`src/hdl/sha256_pkg.sv`:
```
// Package for the SHA-256 byte stream hasher: round constants, initial hash
// values, and the round and schedule helper functions. No dependencies.
package sha256_pkg;

  localparam logic [31:0] RoundK [64] = '{
    32'h428a2f98,32'h71374491,32'hb5c0fbcf,32'he9b5dba5,32'h3956c25b,32'h59f111f1,
    32'h923f82a4,32'hab1c5ed5,32'hd807aa98,32'h12835b01,32'h243185be,32'h550c7dc3,
    32'h72be5d74,32'h80deb1fe,32'h9bdc06a7,32'hc19bf174,32'he49b69c1,32'hefbe4786,
    32'h0fc19dc6,32'h240ca1cc,32'h2de92c6f,32'h4a7484aa,32'h5cb0a9dc,32'h76f988da,
    32'h983e5152,32'ha831c66d,32'hb00327c8,32'hbf597fc7,32'hc6e00bf3,32'hd5a79147,
    32'h06ca6351,32'h14292967,32'h27b70a85,32'h2e1b2138,32'h4d2c6dfc,32'h53380d13,
    32'h650a7354,32'h766a0abb,32'h81c2c92e,32'h92722c85,32'ha2bfe8a1,32'ha81a664b,
    32'hc24b8b70,32'hc76c51a3,32'hd192e819,32'hd6990624,32'hf40e3585,32'h106aa070,
    32'h19a4c116,32'h1e376c08,32'h2748774c,32'h34b0bcb5,32'h391c0cb3,32'h4ed8aa4a,
    32'h5b9cca4f,32'h682e6ff3,32'h748f82ee,32'h78a5636f,32'h84c87814,32'h8cc70208,
    32'h90befffa,32'ha4506ceb,32'hbef9a3f7,32'hc67178f2
  };

  localparam logic [31:0] InitHash [8] = '{
    32'h6a09e667,32'hbb67ae85,32'h3c6ef372,32'ha54ff53a,
    32'h510e527f,32'h9b05688c,32'h1f83d9ab,32'h5be0cd19
  };

  localparam logic [7:0] PadByte = 8'h80;
  localparam logic [63:0] BlockBits = 64'd512;

  typedef logic [31:0] word_t;
  typedef word_t vars_t [8];

  function automatic word_t rotr(input word_t v, input int n);
    rotr = (v >> n) | (v << (32 - n));
  endfunction

  function automatic word_t sched_word(input word_t w16, input word_t w15,
                                       input word_t w7, input word_t w2);
    word_t s0, s1;
    s0 = rotr(w15, 7) ^ rotr(w15, 18) ^ (w15 >> 3);
    s1 = rotr(w2, 17) ^ rotr(w2, 19) ^ (w2 >> 10);
    sched_word = w16 + s0 + w7 + s1;
  endfunction

endpackage

```
`src/hdl/sha256_core.sv`:
```
// Compression core: one SHA-256 round per cycle. The 16-word schedule window
// sits in a register array; depends on sha256_pkg.
module sha256_core (
  input  logic                clk_i,
  input  logic                rst_ni,
  input  logic                start_i,   // pulse: load vars from hash, begin rounds
  input  sha256_pkg::word_t   hash_i [8],
  input  sha256_pkg::word_t   blk_i [16], // block words, big-endian packed
  output logic                done_o,    // pulse: vars_o valid
  output sha256_pkg::word_t   vars_o [8]
);

  sha256_pkg::word_t w_q [16];
  sha256_pkg::word_t v_q [8];
  logic [5:0] rnd_q;
  logic       busy_q;

  sha256_pkg::word_t w_cur, t1, t2, big0, big1, ch, maj;

  always_comb begin
    if (rnd_q < 6'd16) begin
      w_cur = w_q[rnd_q[3:0]];
    end else begin
      w_cur = sha256_pkg::sched_word(w_q[rnd_q[3:0]], w_q[4'(rnd_q - 6'd15)],
                                     w_q[4'(rnd_q - 6'd7)], w_q[4'(rnd_q - 6'd2)]);
    end
    big1 = sha256_pkg::rotr(v_q[4], 6) ^ sha256_pkg::rotr(v_q[4], 11) ^
           sha256_pkg::rotr(v_q[4], 25);
    ch   = (v_q[4] & v_q[5]) ^ (~v_q[4] & v_q[6]);
    t1   = v_q[7] + big1 + ch + sha256_pkg::RoundK[rnd_q] + w_cur;
    big0 = sha256_pkg::rotr(v_q[0], 2) ^ sha256_pkg::rotr(v_q[0], 13) ^
           sha256_pkg::rotr(v_q[0], 22);
    maj  = (v_q[0] & v_q[1]) ^ (v_q[0] & v_q[2]) ^ (v_q[1] & v_q[2]);
    t2   = big0 + maj;
  end

  always_ff @(posedge clk_i or negedge rst_ni) begin
    if (!rst_ni) begin
      busy_q <= 1'b0;
      rnd_q  <= '0;
      done_o <= 1'b0;
    end else begin
      done_o <= 1'b0;
      if (start_i) begin
        busy_q <= 1'b1;
        rnd_q  <= '0;
      end else if (busy_q) begin
        rnd_q <= rnd_q + 6'd1;
        if (rnd_q == 6'd63) begin
          busy_q <= 1'b0;
          done_o <= 1'b1;
        end
      end
    end
  end

  always_ff @(posedge clk_i) begin
    if (start_i) begin
      v_q <= hash_i;
      w_q <= blk_i;
    end else if (busy_q) begin
      w_q[rnd_q[3:0]] <= w_cur;
      v_q[7] <= v_q[6]; v_q[6] <= v_q[5]; v_q[5] <= v_q[4];
      v_q[4] <= v_q[3] + t1;
      v_q[3] <= v_q[2]; v_q[2] <= v_q[1]; v_q[1] <= v_q[0];
      v_q[0] <= t1 + t2;
    end
  end

  assign vars_o = v_q;

endmodule

```
`src/hdl/sha256_byte_stream_hasher.sv`:
```
// Top level of the SHA-256 byte stream hasher: block buffer memory, padding
// sequencer and digest output. Depends on sha256_pkg and sha256_core.
//
// Channel   Dir  tdata bits                         tuser / tlast
// s_axis    in   [7:0] data_byte                    tuser[0] op (1 = finish)
// m_axis    out  [31:0] digest_word, [34:32] index  tlast = last_word
//
// An absorb item writes its byte into the block memory and then passes through
// the StGap handshake turnaround before the next item is taken; the 64th byte
// of a block instead adds an unload of the memory into the core, the rounds and
// the hash update. A finish item writes padding one byte a cycle, runs one or
// two compressions, then offers the eight digest words one per cycle, each held
// while m_axis_tready is low. Reset is asynchronous and active low and needs no
// clearing pass; the block buffer is undefined until written.
module sha256_byte_stream_hasher (
  input  logic        clk_i,
  input  logic        rst_ni,
  input  logic        s_axis_tvalid,
  output logic        s_axis_tready,
  input  logic [7:0]  s_axis_tdata,   // [7:0] data_byte
  input  logic        s_axis_tuser,   // [0] op
  output logic        m_axis_tvalid,
  input  logic        m_axis_tready,
  output logic [39:0] m_axis_tdata,   // [31:0] digest_word, [34:32] word_index, rest 0
  output logic        m_axis_tlast    // last_word
);

  typedef enum logic [6:0] {
    StIdle  = 7'b0000001,
    StLoad  = 7'b0000010,
    StRun   = 7'b0000100,
    StPad   = 7'b0001000,
    StLen   = 7'b0010000,
    StOut   = 7'b0100000,
    StGap   = 7'b1000000
  } state_e;

  state_e state_q;
  logic [5:0]  fill_q;
  logic [63:0] bits_q;
  logic        fin_q;     // compressing as part of a finish
  logic        final_q;   // this compression is the last of the message
  logic [4:0]  ld_q;      // unload counter: memory address stage
  logic [2:0]  oidx_q;
  sha256_pkg::word_t hash_q [8];
  sha256_pkg::word_t blk_q [16];

  // Block buffer: 16 words of 32 bits, byte-write, registered read.
  logic [31:0] mem [16];
  logic        mem_we;
  logic [5:0]  mem_waddr;
  logic [7:0]  mem_wdata;
  logic [3:0]  mem_raddr;
  logic [31:0] mem_rdata;

  always_ff @(posedge clk_i) begin
    if (mem_we) begin
      unique case (mem_waddr[1:0])
        2'd0: mem[mem_waddr[5:2]][31:24] <= mem_wdata;
        2'd1: mem[mem_waddr[5:2]][23:16] <= mem_wdata;
        2'd2: mem[mem_waddr[5:2]][15:8]  <= mem_wdata;
        default: mem[mem_waddr[5:2]][7:0] <= mem_wdata;
      endcase
    end
    mem_rdata <= mem[mem_raddr];
  end

  logic s_acc, m_acc, core_start, core_done;
  sha256_pkg::word_t core_vars [8];

  assign s_axis_tready = (state_q == StIdle);
  assign s_acc = s_axis_tvalid && s_axis_tready;
  assign m_acc = m_axis_tvalid && m_axis_tready;
  // The core starts once the last block word has landed in blk_q.
  assign core_start = (state_q == StLoad) && (ld_q == 5'd17);

  sha256_core u_core (
    .clk_i, .rst_ni, .start_i(core_start), .hash_i(hash_q), .blk_i(blk_q),
    .done_o(core_done), .vars_o(core_vars)
  );

  // Length bytes go in big-endian at positions 56..63.
  logic [7:0] len_byte;
  always_comb begin
    len_byte = 8'(bits_q >> (6'd56 - {fill_q[2:0], 3'b000}));
  end

  always_comb begin
    mem_we    = 1'b0;
    mem_waddr = fill_q;
    mem_wdata = s_axis_tdata;
    unique case (state_q)
      StIdle: mem_we = s_acc;
      StPad: begin
        mem_we = 1'b1;
        mem_wdata = '0;
      end
      StLen: begin
        mem_we = 1'b1;
        mem_wdata = len_byte;
      end
      default: mem_we = 1'b0;
    endcase
    if (state_q == StIdle && s_acc && s_axis_tuser) mem_wdata = sha256_pkg::PadByte;
  end
  assign mem_raddr = ld_q[3:0];

  assign m_axis_tvalid = (state_q == StOut);
  assign m_axis_tdata  = {5'd0, oidx_q, hash_q[oidx_q]};
  assign m_axis_tlast  = (oidx_q == 3'd7);

  always_ff @(posedge clk_i or negedge rst_ni) begin
    if (!rst_ni) begin
      state_q <= StIdle;
      fill_q  <= '0;
      bits_q  <= '0;
      fin_q   <= 1'b0;
      final_q <= 1'b0;
      ld_q    <= '0;
      oidx_q  <= '0;
      hash_q  <= sha256_pkg::InitHash;
    end else begin
      unique case (state_q)
        StIdle: begin
          if (s_acc) begin
            fill_q <= fill_q + 6'd1;
            if (s_axis_tuser) begin
              bits_q <= bits_q + {55'd0, fill_q, 3'b000};
              fin_q  <= 1'b1;
              if (fill_q == 6'd63) begin
                final_q <= 1'b0;
                ld_q    <= '0;
                state_q <= StLoad;
              end else begin
                state_q <= (fill_q == 6'd55) ? StLen : StPad;
                final_q <= 1'b1;
              end
            end else if (fill_q == 6'd63) begin
              fin_q   <= 1'b0;
              final_q <= 1'b0;
              ld_q    <= '0;
              state_q <= StLoad;
            end else begin
              state_q <= StGap;
            end
          end
        end
        StGap: state_q <= StIdle;
        StPad: begin
          fill_q <= fill_q + 6'd1;
          if (fill_q == 6'd63) begin
            final_q <= 1'b0;
            ld_q    <= '0;
            state_q <= StLoad;
          end else if (fill_q == 6'd55) begin
            final_q <= 1'b1;
            state_q <= StLen;
          end
        end
        StLen: begin
          fill_q <= fill_q + 6'd1;
          if (fill_q == 6'd63) begin
            ld_q    <= '0;
            state_q <= StLoad;
          end
        end
        StLoad: begin
          // Address ld_q is read now; its data arrives in mem_rdata in the next cycle.
          if (ld_q != 5'd0 && ld_q != 5'd17) blk_q[4'(ld_q - 5'd1)] <= mem_rdata;
          if (ld_q == 5'd17) state_q <= StRun;
          else ld_q <= ld_q + 5'd1;
        end
        StRun: begin
          if (core_done) begin
            for (int i = 0; i < 8; i++) hash_q[i] <= hash_q[i] + core_vars[i];
            if (!fin_q) begin
              bits_q  <= bits_q + sha256_pkg::BlockBits;
              state_q <= StIdle;
            end else if (final_q) begin
              oidx_q  <= '0;
              state_q <= StOut;
            end else begin
              state_q <= StPad;  // second padding block, fill_q is 0
            end
          end
        end
        StOut: begin
          if (m_acc) begin
            oidx_q <= oidx_q + 3'd1;
            if (oidx_q == 3'd7) begin
              hash_q  <= sha256_pkg::InitHash;
              fill_q  <= '0;
              bits_q  <= '0;
              fin_q   <= 1'b0;
              state_q <= StIdle;
            end
          end
        end
        default: state_q <= StIdle;
      endcase
    end
  end

endmodule

```
`config.mk`:
```
export PLATFORM = sky130hd
export DESIGN_NAME = sha256_byte_stream_hasher
export DESIGN_NICKNAME = d
export VERILOG_FILES = /design/src/hdl/sha256_pkg.sv /design/src/hdl/sha256_core.sv /design/src/hdl/sha256_byte_stream_hasher.sv
export SDC_FILE = /design/constraint.sdc
export NUM_CORES = 2
export LEC_CHECK = 0
export BUFFER_PORTS_ARGS = -buffer_cell sky130_fd_sc_hd__buf_2
export CAP_MARGIN = 20
export CORE_ASPECT_RATIO = 0.5
export CORE_UTILIZATION = 35
export DETAILED_ROUTE_END_ITERATION = 16
export GPL_TIMING_DRIVEN = 0
export PLACE_DENSITY = 0.46
export SYNTH_ARGS = -nofsm -noshare
export SYNTH_HDL_FRONTEND = slang
export SYNTH_SLANG_ARGS = --single-unit
```
`constraint.sdc`:
```
create_clock -name clk_i -period 26.2 [get_ports clk_i]
set_clock_uncertainty 0.05 [all_clocks]
set_input_delay 3.93 -clock clk_i [delete_from_list [all_inputs] [get_ports clk_i]]
set_output_delay 3.93 -clock clk_i [all_outputs]
set_load 0.02 [all_outputs]
```
# After elaboration in Yosys (flattened, before gate mapping)
# Memory sizes are Yosys's and may differ from the RTL's. A register that Yosys moved wholly into a read port is not among the register bits.
# Index checks and enable logic that the tools add are counted.
# totals
mem_bits_ro	2048
n_memories	2
in_bits	13
output_inout_bits	43
mem_bits_rw	512
ff_bits	1631
# op_classes
eq_ne	27
n_reduce_logical	28
n_mux	102
n_addsub	29
magnitude_cmp	10
n_bitwise	34
shifts	1
# mem_list
memory	words	width	rd	rd_ports_with_merged_regs	write_ports	line_no	rtl
(name not given)	64	32	1	0	0	sha256_core.sv:30	t1 = v_q[7] + big1 + ch + sha256_pkg::RoundK[rnd_q] + w_cur;
mem	16	32	1	1	1	sha256_byte_stream_hasher.sv:49	logic [31:0] mem [16];
# ops
operator	n
$mux 256	5
$bwmux 512	2
$mux 512	2
$add 32x32->32	18
$bmux 32 s4	4
$pmux 256 s2	1
$mux 32	15
$mux 64	6
$xor 32x32->32	9
$demux 32 s4	2
$pmux 64 s3	1
$and 32x32->32	5
$bmux 32 s3	1
$mux 7	10
$add 64x10->64 const B	1
$add 64x9->64	1
$shr 64x6->8	1
$mux 6	7
$pmux 7 s6	1
$not 32->32	1
$or 10x32->32	1
$or 13x32->32	1
$or 14x32->32	1
$or 15x32->32	1
60 further kinds	134

# Logic depth before layout (Yosys ltp)
# logic_depth
ltp_word	16
ltp_mapped	58
depth_no_buf	51

# Hierarchy
# A second synthesis with hierarchy kept.
# hier_totals
cells_unflattened	10080
hier_area_um2	125626.7
# by_module_without_submodules
mod	cells_each	area_per_inst_um2	seq_area_each_um2	n_inst
sha256_byte_stream_hasher	4739	65089.9	40069.7	1
sha256_core	5341	60536.8	23262.3	1

# Least setup slack after synthesis
# Ideal clock, no wire load.
# synth_timing
path_kind	register -> register
startpoint	reg u_core.rnd_q[2]
endpoint	reg u_core.v_q (netlist bit u_core.vars_o[254]), data pin
setup_slack_ns	12.761
n_path_buf	9
arrival_ns	13.121
path_stages_with_launch	55
path_cell_list	dfrtp_1 clkbuf_1 inv_2 buf_1 clkbuf_1 clkbuf_1 ha_1 clkbuf_1 clkbuf_1 clkbuf_1 clkbuf_1 mux4_2 fa_1 inv_1 fa_1 inv_1 ha_1 fa_1 [... 19 more ...] nand2b_1 a21oi_1 xnor2_1 inv_1 fa_1 inv_1 ha_1 a21o_1 a21o_1 nand3_1 a21oi_1 a211o_1 o41ai_1 o311a_1 a21oi_1 a21oi_1 xor2_1 o21ai_0
# synth_between
elab_chain_len	16
elab_cells_between_ends	41
# synth_lines
element	line_no	rtl
start: declaration	sha256_core.sv:15	logic [5:0] rnd_q;
start signal: assignment	sha256_core.sv:48	rnd_q <= rnd_q + 6'd1;
$sub 4x4->4	sha256_core.sv:24	w_cur = sha256_pkg::sched_word(w_q[rnd_q[3:0]], w_q[4'(rnd_q - 6'd15)],
$not 4->5 (not written as such)	sha256_core.sv:24	
$bmux 32 s4	sha256_core.sv:24	
$mux 32 (not written as such) (2 in a row)	sha256_core.sv:24	
$or 25x32->32 / $or 14x32->32 (equally long branches)	sha256_pkg.sv:31	rotr = (v >> n) | (v << (32 - n));
$xor 32x32->32	sha256_pkg.sv:37	s0 = rotr(w15, 7) ^ rotr(w15, 18) ^ (w15 >> 3);
$xor 32x29->32	sha256_pkg.sv:37	
$add 32x32->32 (3 in a row)	sha256_pkg.sv:39	sched_word = w16 + s0 + w7 + s1;
$mux 32	sha256_core.sv:21	if (rnd_q < 6'd16) begin
$add 32x32->32 *	sha256_core.sv:30	
$add 32x32->32 *	sha256_core.sv:66	v_q[0] <= t1 + t2;
$mux 256 *	sha256_core.sv:61	end else if (busy_q) begin
$mux 256 *	sha256_core.sv:58	if (start_i) begin
end signal: assignment	sha256_core.sv:59	v_q <= hash_i;
end: declaration	sha256_core.sv:14	sha256_pkg::word_t v_q [8];
# Every way passes the cells marked *; elsewhere a longest branch is shown, timed or not. The select of a mux whose other input is x is not followed.
# A chain may end at the register's enable or synchronous reset.

# Worst setup path in the final report
# layout_timing
startpoint	reg u_core.rnd_q[2]
endpoint	reg u_core.v_q (netlist bit u_core.vars_o[255]), data pin
# Same word-level chain as after synthesis.

==> impl_metrics.py <==
metrics = {
    "yosys": {
        "synthTopCellsByCount": "edfxtp_1, nand2_1, o21ai_0",
        "netlist_instances": 10200,
        "yosysUniqueCellTypes": 96,
        "syn_area_sq_um": 124000,
        "synth.top_cell.area_share": 0.434,
        "synthFlopType": "edfxtp_1",
        "synthArstFlopShare": 0.160,
        "synth-edff-count": 1792,
        "yosysSeqAreaShare": 0.511,
        "synth_area_per_cell_sq_um": 12.1,
        "yosys_register_bits": 2172,
        "yosys-top-cells-area": "edfxtp_1, mux4_2, nand2_1, dfrtp_1, ha_1",
        "yosysWarnings": 0,
        "yosysMostFrequentCell": "edfxtp_1",
        "synth_top_area_cell": "edfxtp_1",
    },
    "worst_setup_path": {
        "reg2reg_depth": 52,
        "crit_path_end": "u_core.vars_o[255]$_DFFE_PP_",
        "crit_fanout": 16,
        "r2r_start": "u_core.rnd_q[2]$_DFFE_PN0P_",
        "critical_path_buf_inv_count": 19,
        "crit_start": "u_core.rnd_q[2]$_DFFE_PN0P_",
        "cp.required_ns": 26.77,
        "crit_family": "buffers and inverters",
        "r2r_end": "u_core.vars_o[255]$_DFFE_PP_",
        "critPathMostFrequentCell": "inv_1",
        "cp_num_cells": 52,
        "cpPeakStageDelay_ns": 0.99,
        "worstSetupPathType": "flop to flop",
        "r2r_setup_slack_ns": 5.07,
        "arrival_ns": 21.70,
        "slowest_stage": "xnor2_1",
        "worstSetupEndpointType": "flop",
        "start_kind": "flop",
    },
    "clock_network": {
        "insertion_delay_ns": 0.96,
        "cts_tree": "yes",
        "clockRootBuffer": "clkbuf_16",
        "cts_num_sinks": 2172,
        "cts_max_path_buffers": 4,
        "cts_resized": 0,
        "post_cts_buffers": 0,
        "clk_pin_slew_ns": 0.07,
        "cts_buffers": 222,
        "htreeDepth": 4,
        "cts_hold_buf": 0,
    },
    "global_routing": {
        "grt_antenna_before_repair": 57,
        "grt_pass1_wl_um": 768000,
        "grt_usage": 0.312,
        "grt_pass1_vias": 88700,
        "grt_max_degree": 88,
        "grt_overflow_total": 0,
    },
    "route": {
        "drt-total-wl_um": 573000,
        "post_drt_wl_per_cell_um": 36.8,
        "met3RoutedLength_um": 58900,
        "drcViolationCount": 0,
        "dr_total_vias": 94600,
        "highest_layer": "met5",
        "dr.pass1.iters": 8,
        "vias_per_cell": 6.07,
        "drtIter0Drc": 13200,
        "postRouteAntennaNets": 0,
        "wl_met2_um": 244000,
        "m1WireLength_um": 247000,
    },
    "timing": {
        "period_needed_ns": 21.13,
        "period_share": 0.806,
        "setup_viol": 0,
        "finalHoldViolCount": 0,
        "maxSlewHeadroom": 0.106,
        "fin_tns_setup_ns": 0,
        "tightest_slew_ns": 1.34,
        "max_freq_mhz": 47.3,
        "worst_slack_ns": 5.07,
        "slew_viol_final": 0,
        "rsz0062_at_grt": "no",
    },
    "placed_design": {
        "dpl.hpwl_um": 442000,
        "post-place-ws_ns": 5.91,
        "place_inst": 15100,
        "gp_congestion": 0.976,
        "port_buffers": 50,
    },
    "power_and_ir_drop": {
        "netSwitchingFraction": 0.250,
        "fin_total_pwr_w": 0.00775,
        "leakage_nw": 47.1,
        "seqPwrFrac": 0.508,
        "power_density_nw_per_um2": 54.8,
        "p_sw_w": 0.00194,
        "pwr-share-clk": 0.428,
        "pwr-share-comb": 0.063,
        "vdd_drop_max_v": 0.0000536,
        "p_int_w": 0.00581,
    },
    "cells_and_area": {
        "drive_gt1_frac": 0.150,
        "multiInputGateArea_sq_um": 57000,
        "num-fill-cells": 33500,
        "num-nets-final": 11300,
        "regArea_sq_um": 63300,
        "finalNonFillerCells": 15600,
        "area_growth_pct": 14.0,
    },
    "die": {
        "die_w_um": 844,
        "die_h_um": 423,
        "die_area_sq_um": 357000,
        "pin_count": 56,
        "core_area_sq_um": 352000,
        "core.rowCount": 154,
        "initial_utilization": 0.352,
    },
    "status": {
        "status": "completed",
    },
    "min_path": {
        "min_path_type": "flop to flop",
    },
    "flow_run": {
        "cap_viol_max_count": 0,
    },
}
## registers in the layout (all words and copies together), names as in the netlist, 7 cells and up
signal         cells
mem              512
mem_rdata         32
blk_q            512
state_q            7
u_core.w_q       512
bits_q            61
u_core.vars_o    256
hash_q           256
## kinds of logic (layout without fill, tap and decap cells)
logic type / count (synthesis) / after routing / share of synthesized area
simple gates: 2629 / 2629 / 0.0886
compound gates: 2256 / 2256 / 0.109
flops: 2172 / 2172 / 0.511
buf+inv: 1064 / 1714 / 0.0333
mux: 878 / 878 / 0.142
fa+ha+maj: 626 / 626 / 0.0745
xor+xnor: 596 / 596 / 0.0424
other cells: 1 / 33 / 0.0000302
## routing by layer
| metal | vias up | GRT usage |
|---|---|---|
| met3 | 1045 | 0.0748 |
| met4 | 32 | 0.104 |
| met5 | - | 0 |
| li1 | 38900 | - |
| met2 | 5475 | 0.461 |
| met1 | 49100 | 0.451 |
## power groups by stage
stage / Combinational [W] / Sequential [W] / Clock [W]
after floorplan: 0.000240 / 0.00397 / 0
after global placement: 0.000429 / 0.00403 / 0
after detailed placement: 0.000483 / 0.00401 / 0
after CTS: 0.000484 / 0.00394 / 0.00335
after global routing: 0.000523 / 0.00394 / 0.00348
final: 0.000492 / 0.00394 / 0.00332
## how the worst min path moves through the flow
stage / startpoint / end / slack [ns] / cells past startpoint
floorplan: bits_q[63]$_DFFE_PN0P_ / bits_q[63]$_DFFE_PN0P_ / 0.39 / 1
global placement: bits_q[63]$_DFFE_PN0P_ / bits_q[63]$_DFFE_PN0P_ / 0.43 / 1
detailed placement: bits_q[63]$_DFFE_PN0P_ / bits_q[63]$_DFFE_PN0P_ / 0.42 / 1
CTS: bits_q[63]$_DFFE_PN0P_ / bits_q[63]$_DFFE_PN0P_ / 0.44 / 1
global route: bits_q[63]$_DFFE_PN0P_ / bits_q[63]$_DFFE_PN0P_ / 0.46 / 1
finish: bits_q[63]$_DFFE_PN0P_ / bits_q[63]$_DFFE_PN0P_ / 0.43 / 1
## cell type report
cell class                      instances  share of cell area
Clock buffer                          293              0.0423
Clock inverter                        110             0.00830
Antenna cell                           28            0.000496
Inverter                              453              0.0120
Timing Repair Buffer                  247              0.0271
Multi-Input combinational cell       6990               0.403
Sequential cell                      2172               0.448
Tap cell                             4680              0.0414
Buffer                                611              0.0175
## placed cells by master (no fill, tap or decap), types with 59 or more instances in the layout
cell type	synthesis	layout
a21o_1	189	189
o21a_1	59	59
xnor2_1	360	360
mux2i_1	127	126
dfrtp_1	211	211
edfxtp_1	1792	1792
ha_1	414	414
clkbuf_1	467	502
xor2_1	233	233
clkbuf_16	0	226
o21bai_1	59	59
o21ai_0	936	921
nand2_1	1520	1520
fa_1	194	194
buf_1	77	64
inv_1	446	446
dfstp_2	137	137
buf_8	0	80
mux4_2	686	686
nor3_1	78	78
a21oi_1	533	529
nand3_1	136	136
nor2_1	585	562
buf_2	56	118
## worst register-to-register path: cells and delay by family, from the launching register on
kind                       cells  cell delay (ns)
muxes                          1             0.48
AOI/OAI and AO/OA             14             4.44
buffers and inverters         19             8.78
and+or+nand+nor                5             0.70
adders and majority gates      9             4.20
DFF                            1             0.62
xor gates and xnor gates       4             1.57
## per-stage QoR
| step | area, sq um | hold WS, ns | util |
|---|---|---|---|
| 6_report | 141000 | 0.434 | 0.401 |
| 5_1_grt | 141000 | 0.459 | 0.401 |
| 4_1_cts | 141000 | 0.435 | 0.400 |
| 3_5_place_dp | 134000 | 0.418 | 0.380 |
| 3_3_place_gp | 130000 | 0.428 | 0.369 |
| 2_1_floorplan | 124000 | 0.391 | - |
Note: power is estimated with default switching activity, not from simulation.
